--- src/rtl/lfp_pkg.sv ---
// ----------------------------------------------------------------------------
// lfp_pkg
// Shared types, constants and the X.25 CRC byte update for the frame parser.
// ----------------------------------------------------------------------------
`timescale 1ns / 1ps

package lfp_pkg;

  localparam int unsigned HEADER_BYTES = 9;

  // header byte positions
  localparam int unsigned HDR_LEN    = 0;
  localparam int unsigned HDR_INCOMP = 1;
  localparam int unsigned HDR_SYS    = 4;
  localparam int unsigned HDR_COMP   = 5;
  localparam int unsigned HDR_ID0    = 6;
  localparam int unsigned HDR_ID1    = 7;
  localparam int unsigned HDR_ID2    = 8;

  localparam int unsigned CFG_IDX_W  = 3;
  localparam int unsigned CFG_DATA_W = 24;

  // configuration register indexes
  localparam logic [CFG_IDX_W-1:0] CFG_START_BYTE = 3'd0;
  localparam logic [CFG_IDX_W-1:0] CFG_KNOWN_ID_A = 3'd1;
  localparam logic [CFG_IDX_W-1:0] CFG_EXTRA_A    = 3'd2;
  localparam logic [CFG_IDX_W-1:0] CFG_KNOWN_ID_B = 3'd3;
  localparam logic [CFG_IDX_W-1:0] CFG_EXTRA_B    = 3'd4;

  localparam logic [7:0]  START_BYTE_RST = 8'd253;
  localparam logic [23:0] KNOWN_ID_A_RST = 24'd0;
  localparam logic [7:0]  EXTRA_A_RST    = 8'd50;
  localparam logic [23:0] KNOWN_ID_B_RST = 24'd253;
  localparam logic [7:0]  EXTRA_B_RST    = 8'd83;

  localparam logic [15:0] CRC_SEED = 16'hFFFF;

  localparam logic       KIND_DATA    = 1'b0;
  localparam logic       KIND_VERDICT = 1'b1;

  localparam logic [1:0] VERDICT_OK      = 2'd0;
  localparam logic [1:0] VERDICT_BAD_CRC = 2'd1;
  localparam logic [1:0] VERDICT_UNKNOWN = 2'd2;

  typedef struct packed {
    logic [7:0]  start_byte;
    logic [23:0] known_id_a;
    logic [7:0]  extra_a;
    logic [23:0] known_id_b;
    logic [7:0]  extra_b;
  } cfg_t;

  typedef struct packed {
    logic        kind;
    logic [7:0]  data_byte;
    logic [1:0]  verdict;
    logic [23:0] message_id;
    logic [7:0]  sender_system;
    logic [7:0]  sender_component;
    logic [7:0]  payload_length;
  } result_t;

  // one byte of the X.25 (CRC-16/MCRF4XX) update
  function automatic logic [15:0] crc_fold(input logic [15:0] crc, input logic [7:0] b);
    logic [7:0] t;
    t = b ^ crc[7:0];
    t = t ^ {t[3:0], 4'h0};
    return {8'h00, crc[15:8]} ^ {t, 8'h00} ^ {5'h00, t, 3'h0} ^ {12'h000, t[7:4]};
  endfunction

endpackage

--- src/rtl/lfp_byte_if.sv ---
// ----------------------------------------------------------------------------
// lfp_byte_if
// Received byte channel: valid/ready with one serial byte per word.
// ----------------------------------------------------------------------------
`timescale 1ns / 1ps

interface lfp_byte_if;
  logic       valid;
  logic       ready;
  logic [7:0] rx_byte;

  modport source (output valid, output rx_byte, input ready);
  modport sink   (input valid, input rx_byte, output ready);
endinterface

--- src/rtl/lfp_result_if.sv ---
// ----------------------------------------------------------------------------
// lfp_result_if
// Result channel: payload bytes passed on and frame verdicts.
// ----------------------------------------------------------------------------
`timescale 1ns / 1ps

interface lfp_result_if;
  logic        valid;
  logic        ready;
  logic        kind;
  logic [7:0]  data_byte;
  logic [1:0]  verdict;
  logic [23:0] message_id;
  logic [7:0]  sender_system;
  logic [7:0]  sender_component;
  logic [7:0]  payload_length;

  modport source (output valid, output kind, output data_byte, output verdict,
                  output message_id, output sender_system, output sender_component,
                  output payload_length, input ready);
  modport sink   (input valid, input kind, input data_byte, input verdict,
                  input message_id, input sender_system, input sender_component,
                  input payload_length, output ready);
endinterface

--- src/rtl/lfp_cfg_if.sv ---
// ----------------------------------------------------------------------------
// lfp_cfg_if
// Configuration write channel: register index and write data.
// ----------------------------------------------------------------------------
`timescale 1ns / 1ps

interface lfp_cfg_if;
  logic        valid;
  logic        ready;
  logic [2:0]  reg_index;
  logic [23:0] wr_data;

  modport source (output valid, output reg_index, output wr_data, input ready);
  modport sink   (input valid, input reg_index, input wr_data, output ready);
endinterface

--- src/rtl/lfp_cfg_regs.sv ---
// ----------------------------------------------------------------------------
// lfp_cfg_regs
// Configuration register file: start byte and the two id/extra pairs.
// ----------------------------------------------------------------------------
`timescale 1ns / 1ps

module lfp_cfg_regs (
  input  logic          clk_i,
  input  logic          rst_ni,
  lfp_cfg_if.sink       cfg_i,
  output lfp_pkg::cfg_t cfg_o
);

  lfp_pkg::cfg_t cfg_q, cfg_d;

  assign cfg_i.ready = 1'b1;

  always_comb begin
    cfg_d = cfg_q;
    if (cfg_i.valid) begin
      case (cfg_i.reg_index)
        lfp_pkg::CFG_START_BYTE: cfg_d.start_byte = cfg_i.wr_data[7:0];
        lfp_pkg::CFG_KNOWN_ID_A: cfg_d.known_id_a = cfg_i.wr_data;
        lfp_pkg::CFG_EXTRA_A:    cfg_d.extra_a    = cfg_i.wr_data[7:0];
        lfp_pkg::CFG_KNOWN_ID_B: cfg_d.known_id_b = cfg_i.wr_data;
        lfp_pkg::CFG_EXTRA_B:    cfg_d.extra_b    = cfg_i.wr_data[7:0];
        default: ;
      endcase
    end
  end

  always_ff @(posedge clk_i or negedge rst_ni) begin
    if (!rst_ni) begin
      cfg_q.start_byte <= lfp_pkg::START_BYTE_RST;
      cfg_q.known_id_a <= lfp_pkg::KNOWN_ID_A_RST;
      cfg_q.extra_a    <= lfp_pkg::EXTRA_A_RST;
      cfg_q.known_id_b <= lfp_pkg::KNOWN_ID_B_RST;
      cfg_q.extra_b    <= lfp_pkg::EXTRA_B_RST;
    end else begin
      cfg_q <= cfg_d;
    end
  end

  assign cfg_o = cfg_q;

endmodule

--- src/rtl/lfp_parser.sv ---
// ----------------------------------------------------------------------------
// lfp_parser
// Input byte register and frame state machine with running CRC.
// ----------------------------------------------------------------------------
`timescale 1ns / 1ps

module lfp_parser #(
  parameter int unsigned SIGNATURE_BYTES = 13
) (
  input  logic             clk_i,
  input  logic             rst_ni,
  lfp_byte_if.sink         rx_i,
  input  lfp_pkg::cfg_t    cfg_i,
  input  logic             out_free_i,
  output logic             res_valid_o,
  output lfp_pkg::result_t res_o
);

  localparam int unsigned SIG_W = $clog2(SIGNATURE_BYTES + 1);
  localparam int unsigned HIDX_W = $clog2(lfp_pkg::HEADER_BYTES);
  localparam logic [SIG_W-1:0] SIG_LAST = SIG_W'(SIGNATURE_BYTES);
  localparam logic [HIDX_W-1:0] HIDX_LAST = HIDX_W'(lfp_pkg::HEADER_BYTES - 1);

  typedef enum logic [2:0] {
    PH_WAIT, PH_HEADER, PH_PAYLOAD, PH_CRC1, PH_CRC2, PH_SIG
  } phase_e;

  // input register
  logic       in_valid_q;
  logic [7:0] in_byte_q;
  logic       adv;

  phase_e              phase_q, phase_d;
  logic [HIDX_W-1:0]   hidx_q, hidx_d;
  logic [7:0]          pcnt_q, pcnt_d;
  logic                signed_q, signed_d;
  logic [SIG_W-1:0]    scnt_q, scnt_d;
  logic [15:0]         crc_q, crc_d;
  logic [15:0]         rcrc_q, rcrc_d;
  logic [7:0]          hdr_q [lfp_pkg::HEADER_BYTES];
  logic                hdr_we;

  logic [23:0] cur_id;
  logic [15:0] rcrc_final;
  logic [15:0] crc_a, crc_b;
  logic [1:0]  verdict;
  logic        emit, emit_verdict;

  assign adv = in_valid_q && out_free_i;
  assign rx_i.ready = !in_valid_q || adv;

  assign cur_id = {hdr_q[lfp_pkg::HDR_ID2], hdr_q[lfp_pkg::HDR_ID1], hdr_q[lfp_pkg::HDR_ID0]};

  // in the second checksum state the high byte is still on the input
  assign rcrc_final = (phase_q == PH_CRC2) ? {in_byte_q, rcrc_q[7:0]} : rcrc_q;
  assign crc_a = lfp_pkg::crc_fold(crc_q, cfg_i.extra_a);
  assign crc_b = lfp_pkg::crc_fold(crc_q, cfg_i.extra_b);

  always_comb begin
    if (cur_id == cfg_i.known_id_a) begin
      verdict = (crc_a == rcrc_final) ? lfp_pkg::VERDICT_OK : lfp_pkg::VERDICT_BAD_CRC;
    end else if (cur_id == cfg_i.known_id_b) begin
      verdict = (crc_b == rcrc_final) ? lfp_pkg::VERDICT_OK : lfp_pkg::VERDICT_BAD_CRC;
    end else begin
      verdict = lfp_pkg::VERDICT_UNKNOWN;
    end
  end

  always_comb begin
    phase_d      = phase_q;
    hidx_d       = hidx_q;
    pcnt_d       = pcnt_q;
    signed_d     = signed_q;
    scnt_d       = scnt_q;
    crc_d        = crc_q;
    rcrc_d       = rcrc_q;
    hdr_we       = 1'b0;
    emit         = 1'b0;
    emit_verdict = 1'b0;
    case (phase_q)
      PH_HEADER: begin
        hdr_we = 1'b1;
        crc_d  = lfp_pkg::crc_fold(crc_q, in_byte_q);
        hidx_d = hidx_q + 1'b1;
        if (hidx_q == HIDX_LAST) begin
          pcnt_d   = '0;
          signed_d = hdr_q[lfp_pkg::HDR_INCOMP][0];
          phase_d  = (hdr_q[lfp_pkg::HDR_LEN] != 8'd0) ? PH_PAYLOAD : PH_CRC1;
        end
      end
      PH_PAYLOAD: begin
        crc_d  = lfp_pkg::crc_fold(crc_q, in_byte_q);
        pcnt_d = pcnt_q + 1'b1;
        if (pcnt_d == hdr_q[lfp_pkg::HDR_LEN]) begin
          phase_d = PH_CRC1;
        end
        emit = 1'b1;
      end
      PH_CRC1: begin
        rcrc_d  = {8'h00, in_byte_q};
        phase_d = PH_CRC2;
      end
      PH_CRC2: begin
        rcrc_d = rcrc_final;
        if (signed_q) begin
          scnt_d  = '0;
          phase_d = PH_SIG;
        end else begin
          emit         = 1'b1;
          emit_verdict = 1'b1;
          phase_d      = PH_WAIT;
        end
      end
      PH_SIG: begin
        scnt_d = scnt_q + 1'b1;
        if (scnt_d == SIG_LAST) begin
          emit         = 1'b1;
          emit_verdict = 1'b1;
          phase_d      = PH_WAIT;
        end
      end
      default: begin
        phase_d = PH_WAIT;
        if (in_byte_q == cfg_i.start_byte) begin
          hidx_d  = '0;
          crc_d   = lfp_pkg::CRC_SEED;
          phase_d = PH_HEADER;
        end
      end
    endcase
  end

  always_ff @(posedge clk_i or negedge rst_ni) begin
    if (!rst_ni) begin
      in_valid_q <= 1'b0;
      phase_q    <= PH_WAIT;
      hidx_q     <= '0;
      pcnt_q     <= '0;
      signed_q   <= 1'b0;
      scnt_q     <= '0;
      crc_q      <= lfp_pkg::CRC_SEED;
      rcrc_q     <= '0;
    end else begin
      if (rx_i.ready) begin
        in_valid_q <= rx_i.valid;
      end
      if (adv) begin
        phase_q  <= phase_d;
        hidx_q   <= hidx_d;
        pcnt_q   <= pcnt_d;
        signed_q <= signed_d;
        scnt_q   <= scnt_d;
        crc_q    <= crc_d;
        rcrc_q   <= rcrc_d;
      end
    end
  end

  always_ff @(posedge clk_i) begin
    if (rx_i.valid && rx_i.ready) begin
      in_byte_q <= rx_i.rx_byte;
    end
    if (adv && hdr_we) begin
      hdr_q[hidx_q] <= in_byte_q;
    end
  end

  assign res_valid_o = adv && emit;

  always_comb begin
    res_o.kind             = emit_verdict ? lfp_pkg::KIND_VERDICT : lfp_pkg::KIND_DATA;
    res_o.data_byte        = emit_verdict ? 8'h00 : in_byte_q;
    res_o.verdict          = emit_verdict ? verdict : lfp_pkg::VERDICT_OK;
    res_o.message_id       = cur_id;
    res_o.sender_system    = hdr_q[lfp_pkg::HDR_SYS];
    res_o.sender_component = hdr_q[lfp_pkg::HDR_COMP];
    res_o.payload_length   = hdr_q[lfp_pkg::HDR_LEN];
  end

endmodule

--- src/rtl/lfp_out_reg.sv ---
// ----------------------------------------------------------------------------
// lfp_out_reg
// Result register driving the output channel.
// ----------------------------------------------------------------------------
`timescale 1ns / 1ps

module lfp_out_reg (
  input  logic             clk_i,
  input  logic             rst_ni,
  input  logic             res_valid_i,
  input  lfp_pkg::result_t res_i,
  output logic             out_free_o,
  lfp_result_if.source     res_o
);

  logic             valid_q;
  lfp_pkg::result_t data_q;

  assign out_free_o = !valid_q || res_o.ready;

  always_ff @(posedge clk_i or negedge rst_ni) begin
    if (!rst_ni) begin
      valid_q <= 1'b0;
    end else if (out_free_o) begin
      valid_q <= res_valid_i;
    end
  end

  always_ff @(posedge clk_i) begin
    if (out_free_o && res_valid_i) begin
      data_q <= res_i;
    end
  end

  assign res_o.valid            = valid_q;
  assign res_o.kind             = data_q.kind;
  assign res_o.data_byte        = data_q.data_byte;
  assign res_o.verdict          = data_q.verdict;
  assign res_o.message_id       = data_q.message_id;
  assign res_o.sender_system    = data_q.sender_system;
  assign res_o.sender_component = data_q.sender_component;
  assign res_o.payload_length   = data_q.payload_length;

endmodule

--- src/rtl/link_frame_parser_crc_check_top.sv ---
// ----------------------------------------------------------------------------
// link_frame_parser_crc_check_top
// Byte-wise link frame parser with X.25 CRC check and payload pass-through.
// ----------------------------------------------------------------------------
//  channel | dir | handshake   | word
//  rx_i    | in  | valid/ready | rx_byte
//  res_o   | out | valid/ready | kind, data_byte, verdict, id, system, component, length
//  cfg_i   | in  | valid/ready | reg_index, wr_data (always ready)
//
//  One byte per cycle sustained while res_o is not stalled; a result reaches
//  res_o through the input register, then the result register.
//  Reset is asynchronous, active low; config regs return to their defaults.
//  A stalled result holds the result register and the parser; the input register
//  takes a byte only while it is empty, else rx_i.ready drops until res_o is taken.
// ----------------------------------------------------------------------------
`timescale 1ns / 1ps

module link_frame_parser_crc_check_top #(
  parameter int unsigned SIGNATURE_BYTES = 13
) (
  input  logic         clk_i,
  input  logic         rst_ni,
  lfp_byte_if.sink     rx_i,
  lfp_result_if.source res_o,
  lfp_cfg_if.sink      cfg_i
);

  lfp_pkg::cfg_t    cfg;
  lfp_pkg::result_t res;
  logic             res_valid;
  logic             out_free;

  lfp_cfg_regs u_cfg (
    .clk_i  (clk_i),
    .rst_ni (rst_ni),
    .cfg_i  (cfg_i),
    .cfg_o  (cfg)
  );

  lfp_parser #(
    .SIGNATURE_BYTES (SIGNATURE_BYTES)
  ) u_parser (
    .clk_i       (clk_i),
    .rst_ni      (rst_ni),
    .rx_i        (rx_i),
    .cfg_i       (cfg),
    .out_free_i  (out_free),
    .res_valid_o (res_valid),
    .res_o       (res)
  );

  lfp_out_reg u_out (
    .clk_i       (clk_i),
    .rst_ni      (rst_ni),
    .res_valid_i (res_valid),
    .res_i       (res),
    .out_free_o  (out_free),
    .res_o       (res_o)
  );

endmodule
--- src/flat_wrapper.sv ---
// flat-port wrapper written by rule: the top's interface ports become plain ports
module link_frame_parser_crc_check_top_flat 
#(
  parameter int unsigned SIGNATURE_BYTES = 13
)
  (clk_i, rst_ni, rx_i_valid, rx_i_rx_byte, rx_i_ready, res_o_valid, res_o_kind, res_o_data_byte, res_o_verdict, res_o_message_id, res_o_sender_system, res_o_sender_component, res_o_payload_length, res_o_ready, cfg_i_valid, cfg_i_reg_index, cfg_i_wr_data, cfg_i_ready);
  lfp_byte_if rx_i_i ();
  lfp_result_if res_o_i ();
  lfp_cfg_if cfg_i_i ();
  input  logic clk_i;
  input  logic rst_ni;
  input wire logic [$bits(rx_i_i.valid)-1:0] rx_i_valid;
  input wire logic [$bits(rx_i_i.rx_byte)-1:0] rx_i_rx_byte;
  output wire logic [$bits(rx_i_i.ready)-1:0] rx_i_ready;
  output wire logic [$bits(res_o_i.valid)-1:0] res_o_valid;
  output wire logic [$bits(res_o_i.kind)-1:0] res_o_kind;
  output wire logic [$bits(res_o_i.data_byte)-1:0] res_o_data_byte;
  output wire logic [$bits(res_o_i.verdict)-1:0] res_o_verdict;
  output wire logic [$bits(res_o_i.message_id)-1:0] res_o_message_id;
  output wire logic [$bits(res_o_i.sender_system)-1:0] res_o_sender_system;
  output wire logic [$bits(res_o_i.sender_component)-1:0] res_o_sender_component;
  output wire logic [$bits(res_o_i.payload_length)-1:0] res_o_payload_length;
  input wire logic [$bits(res_o_i.ready)-1:0] res_o_ready;
  input wire logic [$bits(cfg_i_i.valid)-1:0] cfg_i_valid;
  input wire logic [$bits(cfg_i_i.reg_index)-1:0] cfg_i_reg_index;
  input wire logic [$bits(cfg_i_i.wr_data)-1:0] cfg_i_wr_data;
  output wire logic [$bits(cfg_i_i.ready)-1:0] cfg_i_ready;
  assign rx_i_i.valid = rx_i_valid;
  assign rx_i_i.rx_byte = rx_i_rx_byte;
  assign rx_i_ready = rx_i_i.ready;
  assign res_o_valid = res_o_i.valid;
  assign res_o_kind = res_o_i.kind;
  assign res_o_data_byte = res_o_i.data_byte;
  assign res_o_verdict = res_o_i.verdict;
  assign res_o_message_id = res_o_i.message_id;
  assign res_o_sender_system = res_o_i.sender_system;
  assign res_o_sender_component = res_o_i.sender_component;
  assign res_o_payload_length = res_o_i.payload_length;
  assign res_o_i.ready = res_o_ready;
  assign cfg_i_i.valid = cfg_i_valid;
  assign cfg_i_i.reg_index = cfg_i_reg_index;
  assign cfg_i_i.wr_data = cfg_i_wr_data;
  assign cfg_i_ready = cfg_i_i.ready;
  link_frame_parser_crc_check_top #(.SIGNATURE_BYTES(SIGNATURE_BYTES)) u_core (.clk_i(clk_i), .rst_ni(rst_ni), .rx_i(rx_i_i), .res_o(res_o_i), .cfg_i(cfg_i_i));
endmodule
--- config.mk ---
export PLATFORM = sky130hd
export DESIGN_NAME = link_frame_parser_crc_check_top_flat
export DESIGN_NICKNAME = d
export VERILOG_FILES = /design/src/rtl/lfp_pkg.sv /design/src/rtl/lfp_byte_if.sv /design/src/rtl/lfp_result_if.sv /design/src/rtl/lfp_cfg_if.sv /design/src/rtl/lfp_cfg_regs.sv /design/src/rtl/lfp_parser.sv /design/src/rtl/lfp_out_reg.sv /design/src/rtl/link_frame_parser_crc_check_top.sv /design/src/flat_wrapper.sv
export SDC_FILE = /design/constraint.sdc
export NUM_CORES = 1
export LEC_CHECK = 0
export CORE_ASPECT_RATIO = 0.5
export CORE_MARGIN = 5
export CORE_UTILIZATION = 25
export DETAILED_ROUTE_END_ITERATION = 10
export DONT_BUFFER_PORTS = 1
export PLACE_DENSITY = 0.39
export SETUP_SLACK_MARGIN = 0.05
export SYNTH_ARGS = -nofsm -noshare
export SYNTH_HDL_FRONTEND = slang
export SYNTH_SLANG_ARGS = --single-unit
--- constraint.sdc ---
create_clock -name clk_i -period 5.97 [get_ports clk_i]
set_input_delay 0.597 -clock clk_i [delete_from_list [all_inputs] [get_ports clk_i]]
set_output_delay 0.597 -clock clk_i [all_outputs]
set_load 0.02 [all_outputs]
==> metrics.txt <==
status=finished, violations left; failing checks=hold timing; combinational share of power=0.192; largest net degree at the start of global routing=127; Period minus WS final=3.919 ns; post-synthesis sequential element count=roughly 240; P_int=0.003447 W; register area share after synthesis=0.6263; die width=about 300 um; Final setup viols=0; antenna violations before repair=0; Total GRT Usage=0.1226; Fmax=255.1 MHz; TNS Setup=0 ns; Most used DFF post-synth=edfxtp_1; Synth-to-Final Area Change=15.97%; CP Max Fanout=34; Max-Cap Viols=0; power share of the clock group=0.362; Skew-Pair Late Insertion Delay=0.54 ns; Congestion Overflow GR=0; Post-DRT Antenna Nets=0; row count=53; Max rail drop VDD=roughly 0.00016 V; Worst Setup SP=u_core.u_parser.scnt_q[0]$_DFFE_PN0P_; Worst R2R Start=u_core.u_parser.scnt_q[0]$_DFFE_PN0P_; syn_nets=around 820; Synth cell types=63; Layout Skew=between 0.01 and 0.015 ns; Cell Count Post-Placement=1340; non-filler instance count after layout=about 1400; die area=between 40000 and 50000 um^2; Worst Path Arrival=~4.1 ns; Worst Path Required=slightly above 6 ns; share of synthesized registers carrying an async set or reset=0.5207; Final period util=0.6565; Post-CTS Setup Repair Bufs=0; number of remaining DRC errors=0; final hold vios=10; power density over the cells=380.4 nW/um^2; Vias/cell=between 4 and 5; Slew headroom=0.3306; Sw Share=0.2678; sequential power share=0.446; Sw Pwr=roughly 0.0013 W; Port Buffers=0; RD Place Congestion=slightly below 0.8; drt wl/cell=~21 um; synthesized area per cell=approximately 14 um^2; CTS tree=yes; Core Region=roughly 42000 um^2; EDFF count, synth=around 120; number of global-route vias before repair=between 6000 and 7000; Clock Path Buffers=3; layout cell share with drive strength beyond 1=0.2217; Final Max Tran Viols=0; RSZ-0062 raised after global routing=no; worst slew pin tran=about 1.0 ns; IO Count=between 100 and 150; routed via count=6165; H-tree depth=1; Die Ht=between 150 and 200 um; startpoint types=flip-flop; DR pass1 iterations=5; R2R cell count=8; Root Buffer=clkbuf_16; Leak Pwr=~4.5 nW; Hold Worst Slack=-0.03006 ns; Sink Count=242; R2R setup slack=between 2 and 2.5 ns; Fillers=4251; worst hold path type=input pin to async pin; cts bufs inserted=26; YS warnings=0; first-pass GRT wire length=43680 um; Total Wirelength=~29000 um; cells after synthesis=approximately 770; clk slew on worst S/H paths=about 0.06 ns; CP endpoint kind=flip-flop; Starting DRT DRC Count=~320; # diodes=0; nets@finish=840; Mapped Area=around 11000 um^2; WS Path Type=flip-flop to flip-flop; initial cell density of the core=0.2534; post-DP HPWL=between 15000 and 20000 um
-- per-layer routing --
metal,wire [um],GRT usage
met5,0,0
met4,589,0.02485
met3,981,0.02044
met2,13600,0.2030
met1,13770,0.1713
-- final timing paths --
path                                                     endpoint
hold reg to reg               res_o_sender_component[3]$_DFFE_PP_
setup / recovery                 res_o_sender_system[7]$_DFFE_PP_
min in group clk_i         u_core.u_parser.in_byte_q[6]$_DFFE_PP_
setup reg to reg                 res_o_sender_system[7]$_DFFE_PP_
max in group asynchronous      u_core.u_cfg.cfg_o[61]$_DFFE_PN0P_
hold / removal              u_core.u_parser.pcnt_q[5]$_DFFE_PN0P_
-- synthesized netlist by cell type, types with 12 or more instances --
library cell  count  share of area
xnor2_1          52          0.043
o22a_1           14          0.011
clkbuf_1         18         0.0063
nor4_1           16         0.0094
nor2_1           26         0.0091
nor3_1           15         0.0070
edfxtp_1        116           0.33
xor2_1           73          0.060
nor2b_1          12         0.0070
dfrtp_1          89           0.21
o21ai_0          15         0.0070
nand2_1          46          0.016
a22o_1           13          0.011
dfstp_2          37          0.091
mux2_2           70          0.074
-- critical path, stage by stage (launching register included) --
cell and delay (ns):
dfrtp_1 0.44, ha_1 0.23, nand2b_1 0.15, a21oi_1 0.15, o211ai_1 0.13, a21oi_1 0.83
nor2_1 0.21, nor2_4 0.79, buf_4 0.56
-- repair_timing --
action                                  CTS  global route
endpoints found under the hold margin   126             0
hold buffers                              1             0
endpoints found under the setup margin    0             0
gates resized for setup                   0             0
-- cell type report --
cell class	count	area, um^2	area share
Inverter	13	48.80	0.003943
Multi-Input combinational cell	490	3840	0.3103
Tap cell	577	721.9	0.05834
Clock buffer	36	785.8	0.06350
Sequential cell	242	6683	0.5400
Timing Repair Buffer	19	162.7	0.01314
Clock inverter	12	132.6	0.01072
-- power groups by stage --
| stage | clock network (W) | registers [W] | logic (W) |
|---|---|---|---|
| 3_5_place_dp | 0 | 0.00214 | 0.000884 |
| 4_1_cts | 0.00177 | 0.00210 | 0.000912 |
| 5_1_grt | 0.00183 | 0.00213 | 0.000989 |
| 6_report | 0.00171 | 0.00210 | 0.000902 |
| 2_1_floorplan | 0 | 0.00209 | 0.000716 |
| 3_3_place_gp | 0 | 0.00213 | 0.000884 |
-- registers in the layout, indices dropped and copies added (netlist names), 8 cells and up --
name,count
u_core.u_out.res_o.payload_length,8
u_core.u_parser.pcnt_q,8
u_core.u_parser.rcrc_q,16
u_core.u_out.res_o.message_id,24
u_core.u_parser.hdr_q,49
u_core.u_cfg.cfg_o,72
u_core.u_parser.in_byte_q,8
res_o_sender_component,8
u_core.u_out.res_o.data_byte,8
res_o_sender_system,8
u_core.u_parser.crc_q,16
-- through the flow --
step,setup WS (ns),hold slack [ns],util,power (W),area (um^2)
floorplan,1.704,0.3014,-,0.002809,10670
global placement,2.193,0.3083,0.2714,0.003014,11430
detailed placement,1.974,0.3108,0.2714,0.003019,11430
CTS,1.950,0.03404,0.2939,0.004783,12370
global route,1.686,0.01791,0.2939,0.004949,12370
finish,2.051,-0.03006,0.2939,0.004708,12370
-- cell usage in the layout, fill, tap and decap left out, types with 6 or more instances in the layout --
master,netlist,layout
or3_1,7,7
o22a_1,14,14
clkbuf_16,0,29
nand4_1,9,9
nand3_1,11,11
a22o_1,13,13
edfxtp_1,116,116
nor4_1,16,16
ha_1,8,8
nor2_1,26,25
inv_1,11,11
o31ai_1,6,6
nor3_1,15,15
buf_4,3,18
dfstp_2,37,37
xor2_1,73,73
dfrtp_1,89,89
mux2i_1,6,6
o21ai_1,11,11
xnor3_1,6,6
nor2b_1,12,12
nand2_1,46,46
mux2_2,70,70
a21oi_1,10,10
o21ai_0,15,15
xnor2_1,52,52
-- cells by family after synthesis --
group | share of synthesized area
compound gates | 0.06461
other cells | 0.0003514
fa+ha+maj | 0.009381
mux | 0.08372
xor+xnor | 0.1168
buf+inv | 0.01454
flops | 0.6263
simple gates | 0.08431
Note: power is estimated with default switching activity, not from simulation.
